===== config.mk =====
export PLATFORM = sky130hd
export DESIGN_NAME = fca_back
export DESIGN_NICKNAME = d
export VERILOG_FILES = /design/src/rtl/core/fca_pkg.sv /design/src/rtl/core/fca_back.sv
export SDC_FILE = /design/constraint.sdc
export NUM_CORES = 1
export LEC_CHECK = 0
export BUFFER_PORTS_ARGS = -buffer_cell sky130_fd_sc_hd__buf_4
export CORE_MARGIN = 2
export CORE_UTILIZATION = 41
export CTS_BUF_LIST = sky130_fd_sc_hd__clkbuf_8
export DETAILED_ROUTE_END_ITERATION = 10
export PLACE_DENSITY = 0.76
export SYNTH_ARGS = -nofsm -noshare
export SYNTH_HDL_FRONTEND = slang
export SYNTH_SLANG_ARGS = --single-unit
export TNS_END_PERCENT = 30

===== constraint.sdc =====
create_clock -name clk_i -period 2.5 [get_ports clk_i]
set_input_delay 0.375 -clock clk_i [delete_from_list [all_inputs] [get_ports clk_i]]
set_output_delay 0.375 -clock clk_i [all_outputs]
set_load 0.1 [all_outputs]

===== src/rtl/core/fca_pkg.sv =====
package fca_pkg;

  localparam int unsigned DEF_INPUT_BITS = 32;
  localparam int unsigned DEF_ANGLE_BITS = 32;

  localparam int unsigned STEPS    = 62;
  localparam int unsigned DATA_W   = 64;
  localparam int unsigned NORM_TOP = 60;
  localparam int unsigned Z_FRAC   = 62;
  localparam int unsigned ANGLE_W  = 32;
  localparam int unsigned BAND_W   = 31;

  localparam logic [BAND_W-1:0] BAND_RESET = BAND_W'(1);
  localparam logic [63:0] INV_TWO_PI_Q64 = 64'h28BE_60DB_9391_054A;

  typedef enum logic [1:0] {
    KIND_GENERAL,
    KIND_Y_ZERO,
    KIND_X_ZERO
  } kind_e;

  typedef struct packed {
    kind_e kind;
    logic  yneg;
    logic  xneg;
  } meta_t;

  typedef struct packed {
    logic [DATA_W-1:0] x;
    logic [DATA_W-1:0] y;
    logic [DATA_W-1:0] z;
    meta_t             meta;
  } cordic_t;

  // restoring long division, elaboration only
  function automatic logic [63:0] div_small(input logic [63:0] num, input logic [7:0] den);
    logic [63:0] q;
    logic [64:0] r;
    q = '0;
    r = '0;
    for (int b = 63; b >= 0; b--) begin
      r = {r[63:0], num[b]};
      if (r >= {57'd0, den}) begin
        r    = r - {57'd0, den};
        q[b] = 1'b1;
      end
    end
    return q;
  endfunction

  // atan(2^-step) in q62 turns, series in q62 radians scaled by 1/(2 pi)
  function automatic logic [63:0] atan_turns(input int unsigned step);
    logic [63:0]  rad;
    logic [63:0]  term;
    logic [127:0] prod;
    int unsigned  k;
    int unsigned  e;
    if (step == 0) begin
      return 64'd1 << 59;
    end
    rad = '0;
    k   = 0;
    while (step * (2 * k + 1) <= 62) begin
      e    = step * (2 * k + 1);
      term = div_small(64'd1 << (62 - e), 8'(2 * k + 1));
      if (k[0]) begin
        rad = rad - term;
      end else begin
        rad = rad + term;
      end
      k = k + 1;
    end
    prod = {64'd0, rad} * {64'd0, INV_TWO_PI_Q64};
    return prod[127:64];
  endfunction

endpackage


===== src/rtl/core/fca_back.sv =====
module fca_back #(
  parameter int unsigned ANGLE_BITS = fca_pkg::DEF_ANGLE_BITS
) (
  input  logic                        clk_i,
  input  logic                        rst_ni,
  input  logic                        en_i,
  input  logic                        valid_i,
  input  fca_pkg::cordic_t            data_i,
  output logic                        valid_o,
  output logic [fca_pkg::ANGLE_W-1:0] angle_o
);
  import fca_pkg::*;

  localparam int unsigned          SH      = Z_FRAC - ANGLE_BITS;
  localparam int unsigned          SUM_W   = NORM_TOP + 2;
  localparam logic [DATA_W-1:0]    Z_MAX   = DATA_W'(1) << NORM_TOP;
  localparam logic [SUM_W-1:0]     RND     = SUM_W'(1) << (SH - 1);
  localparam logic [ANGLE_BITS-1:0] HALF    = ANGLE_BITS'(1) << (ANGLE_BITS - 1);
  localparam logic [ANGLE_BITS-1:0] QUARTER = ANGLE_BITS'(1) << (ANGLE_BITS - 2);

  logic                  v1_q, v2_q, v3_q;
  logic [NORM_TOP:0]     zc1_d, zc1_q;
  meta_t                 meta1_q, meta2_q;
  logic [SUM_W-1:0]      sum2;
  logic [ANGLE_BITS-1:0] th2_q;
  logic [ANGLE_BITS-1:0] ang;
  logic [ANGLE_W-1:0]    angle3_q;

  always_comb begin
    if (data_i.z[DATA_W-1]) begin
      zc1_d = '0;
    end else if (data_i.z > Z_MAX) begin
      zc1_d = Z_MAX[NORM_TOP:0];
    end else begin
      zc1_d = data_i.z[NORM_TOP:0];
    end
  end

  // round half up to the output angle grid
  assign sum2 = SUM_W'(zc1_q) + RND;

  always_comb begin
    case (meta2_q.kind)
      KIND_GENERAL: begin
        if (!meta2_q.yneg) begin
          ang = meta2_q.xneg ? (HALF - th2_q) : th2_q;
        end else begin
          ang = meta2_q.xneg ? (HALF + th2_q) : (ANGLE_BITS'(0) - th2_q);
        end
      end
      KIND_Y_ZERO: begin
        ang = meta2_q.xneg ? HALF : '0;
      end
      KIND_X_ZERO: begin
        ang = meta2_q.yneg ? (HALF + QUARTER) : QUARTER;
      end
      default: begin
        ang = '0;
      end
    endcase
  end

  always_ff @(posedge clk_i or negedge rst_ni) begin
    if (!rst_ni) begin
      v1_q <= 1'b0;
      v2_q <= 1'b0;
      v3_q <= 1'b0;
    end else if (en_i) begin
      v1_q <= valid_i;
      v2_q <= v1_q;
      v3_q <= v2_q;
    end
  end

  always_ff @(posedge clk_i) begin
    if (en_i) begin
      zc1_q    <= zc1_d;
      meta1_q  <= data_i.meta;
      th2_q    <= sum2[SUM_W-1:SH];
      meta2_q  <= meta1_q;
      angle3_q <= ANGLE_W'(ang);
    end
  end

  assign valid_o = v3_q;
  assign angle_o = angle3_q;

endmodule


After elaboration in Yosys (flattened, before gate mapping)
Cells that the tools add are included.

word-level totals
  memory bits (read-only) = 0
  input port bits = 200
  bits in writable memories = 0
  latch bits = 0
  output and inout bits = 33
  memories = 0
  flip-flop bits (word level) = 136

cells by class
  shift-type cells = 0
  divide/modulo/power cells = 0
  reduce and logical (&&, ||, !) cells = 2
  add/subtract/negate cells = 4
  bitwise logic cells = 0
  multiply operators = 0
  order comparisons = 1
  muxes and demuxes = 7
  equality and inequality tests = 2

operators by type and width
  kind                                                  count
  2-to-1 mux 32 bit                                     5
  one-hot mux 32 bit (3 select lines)                   1
  > comparator 64 x 61 -> 1 bit, second input constant  1
  adder 61 x 30 -> 62 bit, second input constant        1
  2-to-1 mux 61 bit                                     1
  adder 32 bit, first input constant                    1
  subtractor 1 x 32 -> 32 bit, first input constant     1
  subtractor 32 bit, first input constant               1
  equality test 2 x 1 -> 1 bit, second input constant   1
  equality test 2 bit, second input constant            1
  zero test 2 bit                                       1
  OR reduction 2 bit                                    1

Logic depth before layout (Yosys ltp)
Gate-level depths: netlist of run 1.

  depth after elaboration = 4
  mapped depth = 7
  depth with buffers taken out = 7

Least setup slack after synthesis of run 1
No wires, ideal clock.

  path kind = register to register
  start point = register th2_q[13]
  end point = register angle3_q[31] (netlist: angle_o[31]) (data pin)
  period minus slack after synthesis = 2,315 ps
  setup time = 257 ps
  path slack = 185 ps
  buffers on the path = 2
  required time = 2,243 ps
  data arrival time = 2,058 ps
  stages on the path, launching flop included = 8
  path through = edfxtp_1 -> or4_1 -> buf_2 -> or2_1 -> buf_6 -> nor4_4 -> mux2i_1 -> a32o_1

on the way
  cells in the longest elaborated chain, start to end = 4
  elaborated cells on any way between the ends = 7
  those cells by class = 3 x add/sub; 4 x mux

ends and longest elaborated chain
  element                                    line                            source
  start, declared                            fca_back.sv:25                  logic [ANGLE_BITS-1:0] th2_q;
  start signal, assigned                     fca_back.sv:79                  th2_q <= sum2[SUM_W-1:SH];
  subtractor 32 bit (tied with other cells)  fca_back.sv:46                  ang = meta2_q.xneg ? (HALF - th2_q) : th2_q;
  2-to-1 mux 32 bit (on tied branches)       fca_back.sv:46, fca_back.sv:48
  2-to-1 mux 32 bit *                        fca_back.sv:45                  if (!meta2_q.yneg) begin
  one-hot mux 32 bit (3 select lines) *      fca_back.sv:43                  case (meta2_q.kind)
  via ang[31]                                fca_back.sv:26                  logic [ANGLE_BITS-1:0] ang;
  end signal, assigned                       fca_back.sv:81                  angle3_q <= ANGLE_W'(ang);
  end, declared                              fca_back.sv:27                  logic [ANGLE_W-1:0] angle3_q;

The timed path passes the listed nets; every way through them passes the cells marked *.
A chain may end at the register's enable or synchronous reset.

Final worst setup path of run 1
  start point = register th2_q[13]
  end point = register angle3_q[27] (netlist: angle_o[27]) (data pin)

The elaborated chain is that of the path after synthesis.

==> impl_metrics.py, run 1 <==
metrics = {
    "clock_network": {
        "cts_tree": "done",
        "cts_sinks": 107,
        "htree_num_levels": 3,
        "cts_buffers": 9,
        "path_clk_slew_ns": 0.09,
        "clock_latency_ns": 0.37,
        "clockBufferDepth": 2,
        "cts-root-buf": "clkbuf_8",
    },
    "worst_setup_path": {
        "cp.buffers_inverters": 0,
        "worstPathRequired_ns": 2.60,
        "r2r_start": "th2_q[13]$_DFFE_PP_",
        "endpoint_kind": "register",
        "path_delay_family": "simple AND/OR/NAND/NOR gates",
        "r2r_setup_slack_ns": 0.14,
        "critPathMaxStageDelay_ns": 0.56,
        "path_cells": "or4_1, or2_1, o41ai_1, xor2_1, nor2_1",
        "r2r_cells": 5,
        "slowest_stage": "or4_1",
        "arrival_ns": 2.46,
        "startpoint_type": "register",
        "r2r_end": "angle_o[27]$_DFFE_PP_",
        "critPathMaxFanout": 8,
        "cp.depth": 5,
        "path_class": "reg -> reg",
    },
    "synthesis": {
        "synth_cells": 411,
        "synth_edf_count": 104,
        "synth_nets": 613,
        "synth_warnings": 0,
        "syn_avg_cell_area_um2": 12.4,
        "ys_types": 37,
        "ys.flop_type": "edfxtp_1",
        "synth_area_um2": 5090,
        "ys_seq_elements": 107,
        "async_flop_share_pct": 2.80,
        "ys_seq_area_share_pct": 62.8,
    },
    "hold_path": {
        "holdPathEnd": "meta1_q[1]$_DFFE_PP_",
        "hold_path.class": "in -> reg",
        "hold_start": "data_i[1]",
        "hold_depth": 1,
    },
    "timing": {
        "fmax_ghz": 0.423,
        "finalMaxSlewViolations": 0,
        "slew-limit-headroom_pct": 41.7,
        "finClkSkew_ns": 0.00699,
        "rsz0062_at_grt": "true",
        "hold_violations": 0,
        "fin_tns_setup_ns": 0,
        "finalSetupViolCount": 0,
        "fin_crit_sh_pct": 94.6,
        "tightest_slew_ns": 0.872,
        "post-route-min-period_ns": 2.36,
    },
    "global_route": {
        "grt_overflow": 0,
        "grt_antenna_before_repair": 0,
        "grt_max_degree": 42,
        "grt_use_total_pct": 14.9,
        "grt_pass1_wl_um": 15700,
        "grt_pass1_vias": 3326,
    },
    "final_layout": {
        "fin_nets": 734,
        "mostFrequentLayoutCells": "buf_4, edfxtp_1, nor2_1, xnor2_1, nor2b_1",
        "drive_gt1_share_pct": 26.3,
        "num_antenna_cells": 0,
        "fin_cells": 704,
        "finalInstanceArea_um2": 6390,
        "final_common_cell": "buf_4",
        "area_growth_pct": 25.5,
    },
    "place": {
        "dp.cells": 688,
        "post_dp_cell_area_um2": 6170,
        "hpwlAfterDp_um": 7200,
        "numPortBuffers": 104,
        "gp_congestion": 0.881,
    },
    "run_status": {
        "status": "completed",
    },
    "floorplan": {
        "die_area_um2": 13300,
        "fp.dieH_um": 115,
        "die_x_um": 115,
        "start_util_pct": 42.2,
        "core_area_um2": 12100,
        "io_pins": 233,
        "rows": 40,
    },
    "power_and_ir_drop": {
        "totalPowerFinal_w": 0.00408,
        "power.density_nw_per_um2": 638,
        "leakage_nw": 2.30,
        "ir_drop_v": 0.000226,
    },
    "detailed_routing": {
        "wire_per_inst_um": 13.4,
        "remaining_drc_errors": 0,
        "routed_wl_um": 9410,
        "route.vias.total": 3470,
        "drtPass1Iterations": 4,
        "postRouteAntennaNets": 0,
        "viasPerCell": 4.93,
        "dr.first_iter.drc_count": 141,
    },
    "job": {
        "cap_violations": 0,
    },
}
==> report_power, final <==
| group | total, W | switching (W) | internal, W |
|---|---|---|---|
| registers | 0.00220 | 0.0000871 | 0.00211 |
| clock network | 0.00109 | 0.000543 | 0.000552 |
| logic | 0.000789 | 0.000524 | 0.000266 |
| total | 0.00408 | 0.00115 | 0.00293 |
==> worst register-to-register path, cell delays in order, from the launching register on <==
cell	delay, ns
edfxtp_1	0.45
or4_1	0.56
or2_1	0.38
o41ai_1	0.48
xor2_1	0.18
nor2_1	0.05
==> layout make-up <==
type	instances	area [um2]
clock buffers	9	124
flip-flops and latches	107	3200
multi-input cells	287	1840
inverters	6	22.5
fillers	1042	5670
repair buffers	121	923
well taps	168	210
clock inverters	6	80.1
==> registers in the layout (all words and copies together) (netlist names) <==
register,cells
angle_o,32
meta1_q,4
meta2_q,4
th2_q,32
v1_q,1
v2_q,1
valid_o,1
zc1_q,32
==> timing repair <==
action / CTS / global route
hold buffers: 1 / 0
buffers inserted: 0 / 0
resized for setup: 0 / 2
endpoints found under the hold margin: 3 / 0
setup endpoints to repair: 0 / 5
==> through the flow <==
step	hold WS, ns	worst slack [ns]	utilization [%]
after detailed placement	0.165	0.0982	51.1
after global placement	0.162	0.115	51.1
after CTS	0.169	0.0768	52.9
final	0.183	0.136	53.0
after global routing	0.164	-0.0120	53.0
after floorplan	0.0794	0.185	-
==> synthesized netlist by cell type, types with 3 or more instances <==
library cell  instances  area (um2)
a21oi_1              17        85.1
a31oi_1               5        31.3
and3_1                4        25.0
clkbuf_1              9        33.8
dfrtp_1               3        75.1
edfxtp_1            104        3120
inv_1                 6        22.5
mux2_2                3        33.8
nand2_1              19        71.3
nand2b_1              3        18.8
nand3_1              11        55.1
nand4_1              16         100
nor2_1               43         161
nor2b_1              32         200
nor3_1                8        40.0
nor4_1               25         156
o21ai_0               8        40.0
o41ai_1               6        52.6
or3_1                 7        43.8
or4_1                 5        37.5
xnor2_1              36         315
xor2_1               21         184
==> kinds of logic (layout without fill, tap and decap cells) <==
logic type	after synthesis	count (layout)	share of synthesized area, %
and+or+nand+nor	183	183	19.7
DFF	107	107	62.8
xor gates and xnor gates	57	57	9.80
AOI/OAI and AO/OA	40	40	4.74
buffers and inverters	17	142	1.42
muxes	5	5	1.06
adders and majority gates	2	2	0.491
==> worst max-delay path by stage <==
stage                                    from  slack (ns)                    end
after floorplan           th2_q[13]$_DFFE_PP_        0.19  angle_o[31]$_DFFE_PP_
after global placement     th2_q[3]$_DFFE_PP_        0.12  angle_o[31]$_DFFE_PP_
after detailed placement   th2_q[3]$_DFFE_PP_         0.1  angle_o[31]$_DFFE_PP_
after CTS                  th2_q[3]$_DFFE_PP_        0.08  angle_o[27]$_DFFE_PP_
after global routing      th2_q[13]$_DFFE_PP_       -0.01  angle_o[25]$_DFFE_PP_
final                     th2_q[13]$_DFFE_PP_        0.14  angle_o[27]$_DFFE_PP_
==> routing by layer <==
metal	part of all wire (%)	global-route usage (%)
met2	48	24.7
met5	0	0
met4	1.2	5.62
met1	44	19.6
met3	6.0	2.98
No activity file was read; power rests on OpenSTA's default activity.
==> run 2: changes to the inputs <==
--- a/config.mk
+++ b/config.mk
@@ -11,6 +11,7 @@
 export CTS_BUF_LIST = sky130_fd_sc_hd__clkbuf_8
 export DETAILED_ROUTE_END_ITERATION = 10
 export PLACE_DENSITY = 0.76
+export RECOVER_POWER = 25
 export SYNTH_ARGS = -nofsm -noshare
 export SYNTH_HDL_FRONTEND = slang
 export SYNTH_SLANG_ARGS = --single-unit
==> impl_metrics.py, run 2 (synthesis results as in run 1) <==
metrics = {
    "final_layout": {
        "num_antenna_cells": 0,
        "area_growth_pct": 25.1,
        "fin_nets": 734,
        "final_common_cell": "buf_4",
        "fin_cells": 704,
        "drive_gt1_share_pct": 26.1,
        "mostFrequentLayoutCells": "buf_4, edfxtp_1, nor2_1, xnor2_1, nor2b_1",
    },
    "floorplan": {
        "die_area_um2": 13300,
        "die_x_um": 115,
        "rows": 40,
        "io_pins": 233,
        "start_util_pct": 42.2,
        "core_area_um2": 12100,
        "fp.dieH_um": 115,
    },
    "hold_path": {
        "hold_path.class": "in -> reg",
    },
    "global_route": {
        "grt_max_degree": 42,
        "grt_antenna_before_repair": 0,
        "grt_use_total_pct": 14.9,
        "grt_pass1_vias": 3326,
        "grt_pass1_wl_um": 15700,
        "grt_overflow": 0,
    },
    "timing": {
        "slew-limit-headroom_pct": 37.0,
        "finalMaxSlewViolations": 0,
        "finClkSkew_ns": 0.00732,
        "rsz0062_at_grt": "true",
        "fin_crit_sh_pct": 94.5,
        "fin_tns_setup_ns": 0,
        "fmax_ghz": 0.423,
        "finalSetupViolCount": 0,
        "hold_violations": 0,
        "post-route-min-period_ns": 2.36,
        "tightest_slew_ns": 0.945,
    },
    "detailed_routing": {
        "drtPass1Iterations": 4,
        "remaining_drc_errors": 0,
        "route.vias.total": 3473,
        "routed_wl_um": 9430,
        "dr.first_iter.drc_count": 135,
        "postRouteAntennaNets": 0,
        "viasPerCell": 4.93,
        "wire_per_inst_um": 13.4,
    },
    "clock_network": {
        "clock_latency_ns": 0.37,
        "cts_sinks": 107,
        "cts-root-buf": "clkbuf_8",
        "clockBufferDepth": 2,
        "path_clk_slew_ns": 0.09,
        "cts_buffers": 9,
        "htree_num_levels": 3,
        "cts_tree": "done",
    },
    "worst_setup_path": {
        "path_class": "reg -> reg",
        "arrival_ns": 2.46,
        "startpoint_type": "register",
        "worstPathRequired_ns": 2.59,
        "critPathMaxFanout": 8,
        "endpoint_kind": "register",
    },
    "job": {
        "cap_violations": 0,
    },
    "power_and_ir_drop": {
        "power.density_nw_per_um2": 640,
        "leakage_nw": 2.29,
        "ir_drop_v": 0.000226,
    },
    "place": {
        "hpwlAfterDp_um": 7200,
        "gp_congestion": 0.881,
        "dp.cells": 688,
        "numPortBuffers": 104,
    },
    "run_status": {
        "status": "completed",
    },
}
-- run 2: cell types whose count changed in the layout (fill, tap and decap cells not counted) --
| cell | change |
|---|---|
| buf_12 | -1 |
| clkbuf_4 | +5 |
| clkbuf_1 | +1 |
| buf_4 | -7 |
| clkbuf_2 | +2 |
-- run 2: critical path, cell delays in order (launching register included) --
cell,delay (ns)
edfxtp_1,0.45
or4_1,0.56
or2_1,0.38
o41ai_1,0.47
xor2_1,0.18
nor2_1,0.05
-- run 2: worst paths after layout --
check	start	to	slack (ns)	depth (start not counted)
setup / recovery	th2_q[13]$_DFFE_PP_	angle_o[27]$_DFFE_PP_	0.14	5
hold / removal	data_i[1]	meta1_q[1]$_DFFE_PP_	0.21	1
setup reg to reg	th2_q[13]$_DFFE_PP_	angle_o[27]$_DFFE_PP_	0.14	5
hold reg to reg	meta1_q[0]$_DFFE_PP_	meta2_q[0]$_DFFE_PP_	0.42	0
max in group asynchronous	rst_ni	v2_q$_DFFE_PN0P_	2.03	2
min in group asynchronous	rst_ni	v1_q$_DFFE_PN0P_	0.33	2
-- run 2: where the power goes --
group | internal [W] | switching (W)
clock | 0.000552 | 0.000543
combinational | 0.000261 | 0.000524
sequential | 0.00211 | 0.0000870
-- run 2: final cells by class --
| cell class | count | area, um2 |
|---|---|---|
| clock buffers | 9 | 124 |
| multi-input cells | 287 | 1840 |
| fillers | 1046 | 5690 |
| flip-flops and latches | 107 | 3200 |
| well taps | 168 | 210 |
| clock inverters | 6 | 80.1 |
| repair buffers | 121 | 902 |
| inverters | 6 | 22.5 |
-- run 2: repair_timing --
action                                  4_1_cts  5_1_grt
endpoints found under the setup margin        0        5
hold buffers                                  1        0
gates resized for setup                       0        2
endpoints found under the hold margin         3        0
buffers inserted                              0        0
-- run 2: metrics by stage --
stage / power (W) / util (%) / instance area [um2] / setup slack (ns) / hold slack, ns
5_1_grt: 0.00425 / 52.8 / 6370 / -0.0120 / 0.188
6_report: 0.00408 / 52.8 / 6370 / 0.137 / 0.206
2_1_floorplan: 0.00276 / - / 5090 / 0.185 / 0.0794
4_1_cts: 0.00411 / 52.9 / 6380 / 0.0768 / 0.169
3_5_place_dp: 0.00303 / 51.1 / 6170 / 0.0982 / 0.165
3_3_place_gp: 0.00301 / 51.1 / 6170 / 0.115 / 0.162
-- run 2: layer usage --
metal / share of wire, % / up-vias / track usage [%]
met4: 1.0 / 0 / 5.62
met2: 48 / 112 / 24.7
met3: 6.0 / 10 / 2.98
li1: - / 1778 / -
met5: 0 / - / 0
met1: 45 / 1573 / 19.6
